--- src/rtl/core/bcrtc_pkg.sv ---
// ----------------------------------------------------------------------------
// BCD calendar RTC - shared package
// Port addresses, command codes, time record type and the BCD step function.
// ----------------------------------------------------------------------------
`timescale 1ns / 1ps
`default_nettype none

package bcrtc_pkg;

    localparam logic [7:0]  PORT_CMD       = 8'hCA;
    localparam logic [7:0]  PORT_DATA      = 8'hCB;
    localparam logic [4:0]  CMD_READ_TIME  = 5'h15;
    localparam logic [4:0]  CMD_WRITE_TIME = 5'h14;
    localparam logic [4:0]  CMD_MASK       = 5'h1F;
    localparam logic [7:0]  READ_FLAG      = 8'h80;

    localparam logic [1:0]  FUNC_WRITE     = 2'd0;
    localparam logic [1:0]  FUNC_READ      = 2'd1;
    localparam logic [1:0]  FUNC_TICK      = 2'd2;

    localparam int          ACC_W          = 22;
    localparam int          CYC_W          = 16;
    localparam logic [ACC_W-1:0] ACC_MAX       = 22'h3FFFFF;
    localparam logic [ACC_W-1:0] DIVISOR_RESET = 22'd3072000;

    localparam logic [2:0]  XFER_LEN       = 3'd7;

    typedef struct packed {
        logic [7:0] year;
        logic [7:0] month;
        logic [7:0] mday;
        logic [7:0] wday;
        logic [7:0] hours;
        logic [7:0] minutes;
        logic [7:0] seconds;
    } rtc_time_t;

    // {wrapped, new value}
    function automatic logic [8:0] bcd_step(input logic [7:0] v, input logic [7:0] limit,
                                            input logic [7:0] wrap_to);
        logic [7:0] x;
        logic [3:0] lo;
        logic [3:0] hi;
        lo = v[3:0] + 4'd1;
        hi = v[7:4];
        x  = {hi, lo};
        if (lo >= 4'hA)
        begin
            hi = v[7:4] + 4'd1;
            x  = (hi >= 4'hA) ? 8'h00 : {hi, 4'h0};
        end
        if (x >= limit)
            bcd_step = {1'b1, wrap_to};
        else
            bcd_step = {1'b0, x};
    endfunction

endpackage

`default_nettype wire

--- src/rtl/core/bcrtc_calendar.sv ---
// ----------------------------------------------------------------------------
// BCD calendar RTC - prescaler and calendar
// Holds the time and the prescaler; one tick may advance the time one second.
// ----------------------------------------------------------------------------
`timescale 1ns / 1ps
`default_nettype none

module bcrtc_calendar
(
    input  wire logic                           clk,
    input  wire logic                           rst_n,
    input  wire logic                           cfg_wen,
    input  wire logic [bcrtc_pkg::ACC_W-1:0]    cfg_wdata,
    input  wire logic                           tick,
    input  wire logic [bcrtc_pkg::CYC_W-1:0]    cycles,
    output bcrtc_pkg::rtc_time_t                now,
    output logic                                second
);

    logic [bcrtc_pkg::ACC_W-1:0] cps_reg;
    logic [bcrtc_pkg::ACC_W-1:0] acc_reg;
    logic [bcrtc_pkg::ACC_W-1:0] acc_next;
    bcrtc_pkg::rtc_time_t        time_reg;
    bcrtc_pkg::rtc_time_t        time_next;

    logic [bcrtc_pkg::ACC_W:0]   sum;
    logic [bcrtc_pkg::ACC_W:0]   rem;
    logic [8:0] st_sec, st_min, st_hour, st_wday, st_mday, st_mon, st_year;
    logic [7:0] dlimit;
    logic [1:0] leap_want;

    assign sum    = {1'b0, acc_reg} + {{(bcrtc_pkg::ACC_W+1-bcrtc_pkg::CYC_W){1'b0}}, cycles};
    assign second = tick && (sum >= {1'b0, cps_reg});
    assign rem    = second ? (sum - {1'b0, cps_reg}) : sum;

    always_comb
    begin
        leap_want = time_reg.year[4] ? 2'd2 : 2'd0;
        dlimit    = 8'h32;
        if (time_reg.month == 8'h01)
            dlimit = (time_reg.year[1:0] == leap_want) ? 8'h30 : 8'h29;
        else if (time_reg.month == 8'h03 || time_reg.month == 8'h05 ||
                 time_reg.month == 8'h08 || time_reg.month == 8'h10)
            dlimit = 8'h31;

        st_sec  = bcrtc_pkg::bcd_step(time_reg.seconds, 8'h60, 8'h00);
        st_min  = bcrtc_pkg::bcd_step(time_reg.minutes, 8'h60, 8'h00);
        st_hour = bcrtc_pkg::bcd_step(time_reg.hours,   8'h24, 8'h00);
        st_wday = bcrtc_pkg::bcd_step(time_reg.wday,    8'h07, 8'h00);
        st_mday = bcrtc_pkg::bcd_step(time_reg.mday,    dlimit, 8'h01);
        st_mon  = bcrtc_pkg::bcd_step(time_reg.month,   8'h12, 8'h00);
        st_year = bcrtc_pkg::bcd_step(time_reg.year,    8'hA0, 8'h00);

        time_next = time_reg;
        if (second)
        begin
            time_next.seconds = st_sec[7:0];
            if (st_sec[8])
            begin
                time_next.minutes = st_min[7:0];
                if (st_min[8])
                begin
                    time_next.hours = st_hour[7:0];
                    if (st_hour[8])
                    begin
                        time_next.wday = st_wday[7:0];
                        time_next.mday = st_mday[7:0];
                        if (st_mday[8])
                        begin
                            time_next.month = st_mon[7:0];
                            if (st_mon[8])
                                time_next.year = st_year[7:0];
                        end
                    end
                end
            end
        end

        acc_next = acc_reg;
        if (tick)
            acc_next = rem[bcrtc_pkg::ACC_W] ? bcrtc_pkg::ACC_MAX : rem[bcrtc_pkg::ACC_W-1:0];
    end

    always_ff @(posedge clk or negedge rst_n)
    begin
        if (!rst_n)
        begin
            cps_reg  <= bcrtc_pkg::DIVISOR_RESET;
            acc_reg  <= '0;
            time_reg <= '{year: 8'h00, month: 8'h00, mday: 8'h01, wday: 8'h00,
                          hours: 8'h00, minutes: 8'h00, seconds: 8'h00};
        end
        else
        begin
            if (cfg_wen)
                cps_reg <= cfg_wdata;
            acc_reg  <= acc_next;
            time_reg <= time_next;
        end
    end

    assign now = time_reg;

endmodule

`default_nettype wire

--- src/rtl/core/bcd_calendar_rtc_port.sv ---
// ----------------------------------------------------------------------------
// BCD calendar RTC port - top level
// Command/data byte ports and a tick input in front of a BCD clock calendar.
// ----------------------------------------------------------------------------
//  channel  | dir | tdata                                   | tuser
//  s_*      | in  | [7:0] addr, [15:8] write_data,          | [1:0] func, [2] peek
//           |     | [31:16] cycles                          |
//  m_*      | out | [7:0] read_data                         | [0] second_elapsed
//  cfg_*    | in  | cfg_wdata[21:0] cycles_per_second       | -
//
//  One beat per clock while the output is not stalled.
//  Each beat is latched, then decoded and applied to the state while
//  its result is loaded into the output register.
//  A stalled output holds the input register; reset gives the calendar
//  01 January year 00, 00:00:00 and an empty transfer.
// ----------------------------------------------------------------------------
`timescale 1ns / 1ps
`default_nettype none

module bcd_calendar_rtc_port
(
    input  wire logic        clk,
    input  wire logic        rst_n,
    input  wire logic        s_tvalid,
    output logic             s_tready,
    input  wire logic [31:0] s_tdata,   // addr, write_data, cycles
    input  wire logic [2:0]  s_tuser,   // func, peek
    output logic             m_tvalid,
    input  wire logic        m_tready,
    output logic [7:0]       m_tdata,   // read_data
    output logic [0:0]       m_tuser,   // second_elapsed
    input  wire logic        cfg_wen,
    input  wire logic [21:0] cfg_wdata
);

    logic                      in_valid_reg;
    logic [1:0]                func_reg;
    logic [7:0]                addr_reg;
    logic [7:0]                wdata_reg;
    logic [15:0]               cycles_reg;
    logic                      peek_reg;

    logic                      out_valid_reg;
    logic [7:0]                rdata_reg;
    logic                      sec_reg;
    logic [7:0]                rdata_next;

    logic [4:0]                cmd_reg;
    logic [4:0]                cmd_next;
    logic [2:0]                idx_reg;
    logic [2:0]                idx_next;
    logic [2:0]                cnt_reg;
    logic [2:0]                cnt_next;
    logic [7:0]                xfer_mem [0:6];

    logic                      proc;
    logic                      tick;
    logic                      second;
    logic                      xfer_live;
    logic                      snap;
    logic                      data_wr;
    bcrtc_pkg::rtc_time_t      now;

    assign proc     = in_valid_reg && (!out_valid_reg || m_tready);
    assign s_tready = !in_valid_reg || proc;
    assign tick     = proc && (func_reg == bcrtc_pkg::FUNC_TICK);

    bcrtc_calendar u_calendar
    (
        .clk       (clk),
        .rst_n     (rst_n),
        .cfg_wen   (cfg_wen),
        .cfg_wdata (cfg_wdata),
        .tick      (tick),
        .cycles    (cycles_reg),
        .now       (now),
        .second    (second)
    );

    assign xfer_live = (idx_reg < cnt_reg) && (idx_reg < bcrtc_pkg::XFER_LEN);

    always_comb
    begin
        cmd_next   = cmd_reg;
        idx_next   = idx_reg;
        cnt_next   = cnt_reg;
        rdata_next = 8'h00;
        snap       = 1'b0;
        data_wr    = 1'b0;
        case (func_reg)
            bcrtc_pkg::FUNC_WRITE:
            begin
                if (addr_reg == bcrtc_pkg::PORT_CMD)
                begin
                    cmd_next = wdata_reg[4:0] & bcrtc_pkg::CMD_MASK;
                    if (cmd_next == bcrtc_pkg::CMD_READ_TIME ||
                        cmd_next == bcrtc_pkg::CMD_WRITE_TIME)
                    begin
                        idx_next = 3'd0;
                        cnt_next = bcrtc_pkg::XFER_LEN;
                        snap     = (cmd_next == bcrtc_pkg::CMD_READ_TIME);
                    end
                end
                else if (addr_reg == bcrtc_pkg::PORT_DATA)
                begin
                    if (cmd_reg == bcrtc_pkg::CMD_WRITE_TIME && xfer_live)
                    begin
                        data_wr  = 1'b1;
                        idx_next = idx_reg + 3'd1;
                    end
                end
            end
            bcrtc_pkg::FUNC_READ:
            begin
                if (addr_reg == bcrtc_pkg::PORT_CMD)
                    rdata_next = {3'b000, cmd_reg} | bcrtc_pkg::READ_FLAG;
                else if (addr_reg == bcrtc_pkg::PORT_DATA)
                begin
                    rdata_next = bcrtc_pkg::READ_FLAG;
                    if (cmd_reg == bcrtc_pkg::CMD_READ_TIME && xfer_live)
                    begin
                        rdata_next = xfer_mem[idx_reg];
                        if (!peek_reg)
                            idx_next = idx_reg + 3'd1;
                    end
                end
            end
            default:
            begin
                rdata_next = 8'h00;
            end
        endcase
    end

    // transfer buffer: undefined until written, no reset
    always_ff @(posedge clk)
    begin
        if (proc && snap)
        begin
            xfer_mem[0] <= now.year;
            xfer_mem[1] <= now.month;
            xfer_mem[2] <= now.mday;
            xfer_mem[3] <= now.wday;
            xfer_mem[4] <= now.hours;
            xfer_mem[5] <= now.minutes;
            xfer_mem[6] <= now.seconds;
        end
        else if (proc && data_wr)
            xfer_mem[idx_reg] <= wdata_reg;
    end

    always_ff @(posedge clk or negedge rst_n)
    begin
        if (!rst_n)
        begin
            in_valid_reg  <= 1'b0;
            out_valid_reg <= 1'b0;
            cmd_reg       <= '0;
            idx_reg       <= '0;
            cnt_reg       <= '0;
        end
        else
        begin
            if (s_tready)
                in_valid_reg <= s_tvalid;
            if (proc)
                out_valid_reg <= 1'b1;
            else if (m_tready)
                out_valid_reg <= 1'b0;
            if (proc)
            begin
                cmd_reg <= cmd_next;
                idx_reg <= idx_next;
                cnt_reg <= cnt_next;
            end
        end
    end

    always_ff @(posedge clk)
    begin
        if (s_tready && s_tvalid)
        begin
            addr_reg   <= s_tdata[7:0];
            wdata_reg  <= s_tdata[15:8];
            cycles_reg <= s_tdata[31:16];
            func_reg   <= s_tuser[1:0];
            peek_reg   <= s_tuser[2];
        end
        if (proc)
        begin
            rdata_reg <= rdata_next;
            sec_reg   <= second;
        end
    end

    assign m_tvalid = out_valid_reg;
    assign m_tdata  = rdata_reg;
    assign m_tuser  = sec_reg;

endmodule

`default_nettype wire

--- config.mk ---
export PLATFORM = sky130hd
export DESIGN_NAME = bcd_calendar_rtc_port
export DESIGN_NICKNAME = d
export VERILOG_FILES = /design/src/rtl/core/bcrtc_pkg.sv /design/src/rtl/core/bcrtc_calendar.sv /design/src/rtl/core/bcd_calendar_rtc_port.sv
export SDC_FILE = /design/constraint.sdc
export NUM_CORES = 1
export LEC_CHECK = 0
export ABC_CLOCK_PERIOD_IN_PS = 7620
export BUFFER_PORTS_ARGS = -buffer_cell sky130_fd_sc_hd__clkbuf_2
export CAP_MARGIN = 20
export CORE_UTILIZATION = 67
export CTS_CLUSTER_SIZE = 40
export DETAILED_ROUTE_END_ITERATION = 10
export PLACE_DENSITY = 0.86
export SYNTH_ARGS = -nofsm -noshare
export SYNTH_HDL_FRONTEND = slang
export SYNTH_SLANG_ARGS = --single-unit
--- constraint.sdc ---
create_clock -name clk -period 7.62 [get_ports clk]
set_clock_uncertainty 0.15 [all_clocks]
set_input_delay 1.524 -clock clk [delete_from_list [all_inputs] [get_ports clk]]
set_output_delay 1.524 -clock clk [all_outputs]
set_load 0.01 [all_outputs]
* Word-level counts from Yosys, hierarchy flattened
Memory sizes are Yosys's and may differ from the RTL's. Index checks and enable logic that the tools add are counted.
Storage, ports and cells: output and inout port bits 11, word-level logic and storage cells 174, flip-flop bits (word level) 155, bits in writable memories 56, memories 1, input port bits 62
Memories:
- xfer_mem | words 7, width 8, read ports 1, clocked after memory_dff 0, write ports 7, line bcd_calendar_rtc_port.sv:54 | logic [7:0] xfer_mem [0:6];
Operators by class: muxes and demuxes 56, reductions and logical operators 30, $add $sub $neg 17, equal/unequal tests 21, bitwise operators 3, magnitude comparators 24
Operators with widths (number):
- two-way mux 8 bit | 21
- adder 4 x 1 -> 4 bit (second input constant) | 14
- greater-or-equal comparator 4 bit (second input constant) | 14
- two-way mux 9 bit | 5
- two-way mux 3 bit | 9
- adder 22 x 16 -> 23 bit | 1
- greater-or-equal comparator 23 x 22 -> 1 bit | 1
- two-way mux 23 bit | 1
- subtractor 23 x 22 -> 23 bit | 1
- two-way mux 22 bit | 1
- equality test 5 bit (second input constant) | 4
- equality test 8 bit (second input constant) | 2
- greater-or-equal comparator 8 x 7 -> 1 bit (second input constant) | 2
- two-way mux 1 bit | 15
- logical AND 1 bit | 9
- inequality test 3 bit (second input constant) | 3
- AND reduction 9 bit | 1
- equality test 8 x 1 -> 1 bit (second input constant) | 1
- equality test 8 x 2 -> 1 bit (second input constant) | 1
- equality test 8 x 3 -> 1 bit (second input constant) | 1
- equality test 8 x 4 -> 1 bit (second input constant) | 1
- equality test 8 x 5 -> 1 bit (second input constant) | 1
- greater-or-equal comparator 8 x 3 -> 1 bit (second input constant) | 1
- greater-or-equal comparator 8 x 5 -> 1 bit (second input constant) | 1
- 25 further kinds | 40

* Logic depth before layout (Yosys ltp)
depth in word-level cells 13, gate-level depth with buffers 20

* Cells and area by module
Synthesis repeated with hierarchy kept, for this count alone.
Unflattened totals: cells, all modules 1248, area total of the unflattened synthesis 13271.5 um^2
Modules (own cells, without submodules):
- bcrtc_calendar | area each 7868.8 um^2, seq. area each 2512.4 um^2, times used 1, cells an instance 932
- bcd_calendar_rtc_port | area each 5402.7 um^2, seq. area each 3518.4 um^2, times used 1, cells an instance 316

* Worst setup path before layout
No wires, ideal clock.
path kind register to register, start register cycles_reg[8], end register u_calendar.time_reg (netlist bit u_calendar.now[55]), stages on the path, launching flop included 19, setup time 0.104 ns, setup slack 2.670 ns, buffers on the path 1, arrival 4.696 ns, required time 7.366 ns, period minus slack after synthesis 4.950 ns, path through edfxtp_1 ha_1 and3_1 and3_1 a2111oi_0 o41ai_1 a211o_1 a21oi_1 nor2_1 xor2_1 ha_1 nand4_1 nor3_1 a41oi_1 a211oi_2 o21ai_1 or2_1 buf_6 o41ai_4
On the way: longest elaborated chain between the ends 4
Ends and longest elaborated chain:
- start, declared | line bcd_calendar_rtc_port.sv:40 | logic [15:0] cycles_reg;
- start signal, assigned | line bcd_calendar_rtc_port.sv:185 | cycles_reg <= s_tdata[31:16];
- adder 22 x 16 -> 23 bit | line bcrtc_calendar.sv:32 | assign sum = {1'b0, acc_reg} + {{(bcrtc_pkg::ACC_W+1-bcrtc_pkg::CYC_W){1'b0}}, cycles};
- greater-or-equal comparator 23 x 22 -> 1 bit | line bcrtc_calendar.sv:33 | assign second = tick && (sum >= {1'b0, cps_reg});
- logical AND 1 bit | line bcrtc_calendar.sv:33
- AND reduction 6 bit (no line)
- end signal, assigned | line bcrtc_calendar.sv:90 | time_reg <= '{year: 8'h00, month: 8'h00, mday: 8'h01, wday: 8'h00,
- end signal, assigned | line bcrtc_calendar.sv:98 | time_reg <= time_next;
- end, declared | line bcrtc_calendar.sv:23 | bcrtc_pkg::rtc_time_t time_reg;
No other way between the ends. A chain may end at the register's enable or synchronous reset.

* Worst setup path after layout
start register cycles_reg[8], end register u_calendar.time_reg (netlist bit u_calendar.now[18])
On the way: longest elaborated chain between the ends 4
Ends and longest elaborated chain (line):
- adder 22 x 16 -> 23 bit | bcrtc_calendar.sv:32
- greater-or-equal comparator 23 x 22 -> 1 bit | bcrtc_calendar.sv:33
- logical AND 1 bit | bcrtc_calendar.sv:33
- AND reduction 3 bit (no line)
No other way between the ends.

==> flow_summary.json <==
{
  "outcome": "complete, no violations",
  "yosys.area_share.adder": 0.07386,
  "grt_overflow_total": 0,
  "synth_top_area_frac": 0.2480,
  "largest_reg_flops": 64,
  "netlist_instances": 1279,
  "muxShareOfSynthArea": 0.06477,
  "critPathLaunchType": "register",
  "avgSynthCellArea_um2": 10.22,
  "timing.hold.ws_ns": 0.3420,
  "synthFlopType": "edfxtp_1",
  "dp_hpwl_mm": 22.05,
  "cts_made_buffers": 24,
  "fmax_ghz": 0.1622,
  "vias": 10410,
  "cts.sinks": 219,
  "setup_ws_ns": 1.456,
  "synth-simple-area-share": 0.1561,
  "swShare": 0.4038,
  "cpMaxStageDelayCell": "a2111oi_0",
  "synthTopCellsByArea": "edfxtp_1 (25%), dfrtp_1 (20%), ha_1 (7.1%)",
  "tns_ns": 0,
  "post-route-util": 0.7660,
  "grt_pass1_vias": 9951,
  "synth_top_family_by_area": "compound AO/OA/AOI/OAI gates",
  "p_per_area_nw_per_um2": 336.1,
  "worstPathMaxFanout": 22,
  "yosysMostFrequentCell": "nand2_1",
  "nNetsFinal": 1485,
  "fin_total_pwr_mw": 4.864,
  "crit_path_end_kind": "register",
  "tritoncts": "done",
  "die_x_um": 141.7,
  "cts-root-buf": "clkbuf_16",
  "worstPathRequired_ns": 7.84,
  "fin_cells": 1625,
  "worst_pin_slew_ns": 1.072,
  "regMostFlops": "xfer_mem",
  "crit_arrival_ns": 6.39,
  "antenna_found_initial": 0,
  "fin_crit_ns": 6.164,
  "die-area_um2": 20080,
  "gp_congestion": 0.9658,
  "max-slew-margin-rel": 0.2851,
  "htree_num_levels": 1,
  "grt_usage": 0.3185,
  "drc": 0,
  "netlist_area_um2": 13080,
  "io-pin-count": 73,
  "drive_gt1_frac": 0.1451,
  "max-vdd-ir-drop_v": 0.0003591,
  "design_area_um2": 14470,
  "io_buffers": 72,
  "crit_chain": "ha_1 > and3_1 > and3_1 > a2111oi_0 > o41ai_1 > a211o_1 > a21oi_1 > nor2_1 > xor2_1 > ha_1 > nand4_1 > nor3_1 > a41oi_1 > a211o_1 > nand2_1 > nand3_1 > o41ai_1",
  "drt_wl_total_mm": 31.06,
  "clk_pin_slew_ns": 0.06,
  "power_frac_seq": 0.289,
  "p_int_mw": 2.900,
  "firstDrtPassIters": 5,
  "grt_max_degree": 69,
  "cts_setup_buffers": 0,
  "die_h_um": 141.7,
  "synth_compound_area_frac": 0.1717,
  "placed_cell_area_um2": 13690,
  "clk_path_buf_depth": 3,
  "synth-xor-area-share": 0.03550,
  "dpl_worst_slack_ns": 1.702,
  "rows": 50,
  "hold_viol_final": 0,
  "ys_ff_latch": 219,
  "cpPeakStageDelay_ns": 0.70,
  "wire_per_inst_um": 19.11,
  "place_inst": 1580,
  "viasPerCell": 6.405,
  "yosys.area.top_type": "edfxtp_1",
  "max-cap-violations": 0,
  "p_leak_nw": 6.149,
  "synth_top_cells_by_count": "nand2_1 (125), edfxtp_1 (108), o21ai_0 (108), dfrtp_1 (103), nor2_1 (88)",
  "ys_types": 86,
  "final_antenna_net_count": 0,
  "finalSetupViolCount": 0,
  "synth_edf_count": 108,
  "drtIter0Drc": 813,
  "start_util": 0.6922,
  "clockPowerShare": 0.233,
  "insertion_delay_ns": 0.52,
  "n_antenna_cell": 0,
  "comb_power_share": 0.478,
  "min_path_type": "reg -> reg",
  "post-route-period-util": 0.8089,
  "ctsResizeCount": 0,
  "rsz0062_at_grt": "false",
  "async_flop_share": 0.5068,
  "yosys_warnings": 0,
  "syn2layout_area_growth_pct": 10.67,
  "slew_viol_final": 0,
  "setup.worst_path.class": "reg -> reg",
  "grt_pass1_wl_mm": 50.14,
  "synth_seq_area_share": 0.4612,
  "hold_buffers": 0,
  "power.switching_mw": 1.964,
  "core_area_um2": 18890
}
==> cell type report <==
class | count | area (um2)
flip-flops and latches | 219 | 6031
multi-input cells | 943 | 6608
fillers | 1224 | 4420
inverters | 74 | 277.8
clock inverters | 15 | 101.3
well taps | 260 | 325.3
repair buffers | 85 | 457.9
clock buffers | 29 | 671.9
==> cell families (layout without fill, tap and decap cells) <==
group | after synthesis | count (layout)
muxes | 62 | 62
and+or+nand+nor | 406 | 406
buffers and inverters | 124 | 203
other | 1 | 8
adders and majority gates | 76 | 76
DFF | 219 | 219
AOI/OAI and AO/OA | 338 | 338
xor gates and xnor gates | 53 | 53
==> path summary, 6_finish.rpt <==
| kind | start | to | slack, ns | cells after the start |
|---|---|---|---|---|
| setup reg to reg | cycles_reg[8] | u_calendar.now[18] | 1.46 | 17 |
| min in group asynchronous | rst_n | in_valid_reg | 0.86 | 1 |
| max in group asynchronous | rst_n | u_calendar.now[34] | 5.14 | 2 |
| hold / removal | in_valid_reg | m_tvalid | 0.34 | 1 |
| hold reg to reg | in_valid_reg | m_tvalid | 0.34 | 1 |
| setup / recovery | cycles_reg[8] | u_calendar.now[18] | 1.46 | 17 |
==> cell usage in the layout, fill, tap and decap left out, types with 24 or more instances in the layout <==
master / instances
xor2_1: 24
nand3_1: 33
nor3_1: 24
nor2_1: 88
clkbuf_2: 72
ha_1: 74
nand2b_1: 25
edfxtp_1: 108
nand2_1: 125
mux2i_1: 25
xnor2_1: 29
dfrtp_1: 103
clkbuf_16: 26
o21ai_0: 108
a21oi_1: 59
inv_1: 74
==> worst max-delay path, delay by kind of cell (launching register included) <==
kind	cells	cell delay, ns
AOI/OAI and AO/OA	7	2.72
xor gates and xnor gates	1	0.15
adders and majority gates	2	0.75
DFF	1	0.37
and+or+nand+nor	7	1.84
==> power groups by stage <==
stage	Clock [mW]	Sequential, mW	Combinational (mW)
final	1.13	1.41	2.32
after global routing	1.18	1.42	2.58
after CTS	1.14	1.40	2.28
after detailed placement	0	1.43	2.25
after global placement	0	1.42	2.19
after floorplan	0	1.41	1.76
==> per-layer routing <==
layer  vias to the layer above  share of wire  track usage
met5                         -              0            0
met4                         0          0.041       0.1262
met3                        87          0.068      0.04522
met2                       480           0.49       0.5608
met1                      4987           0.40       0.3968
li1                       4854              -            -
No activity file was read; power rests on OpenSTA's default activity.
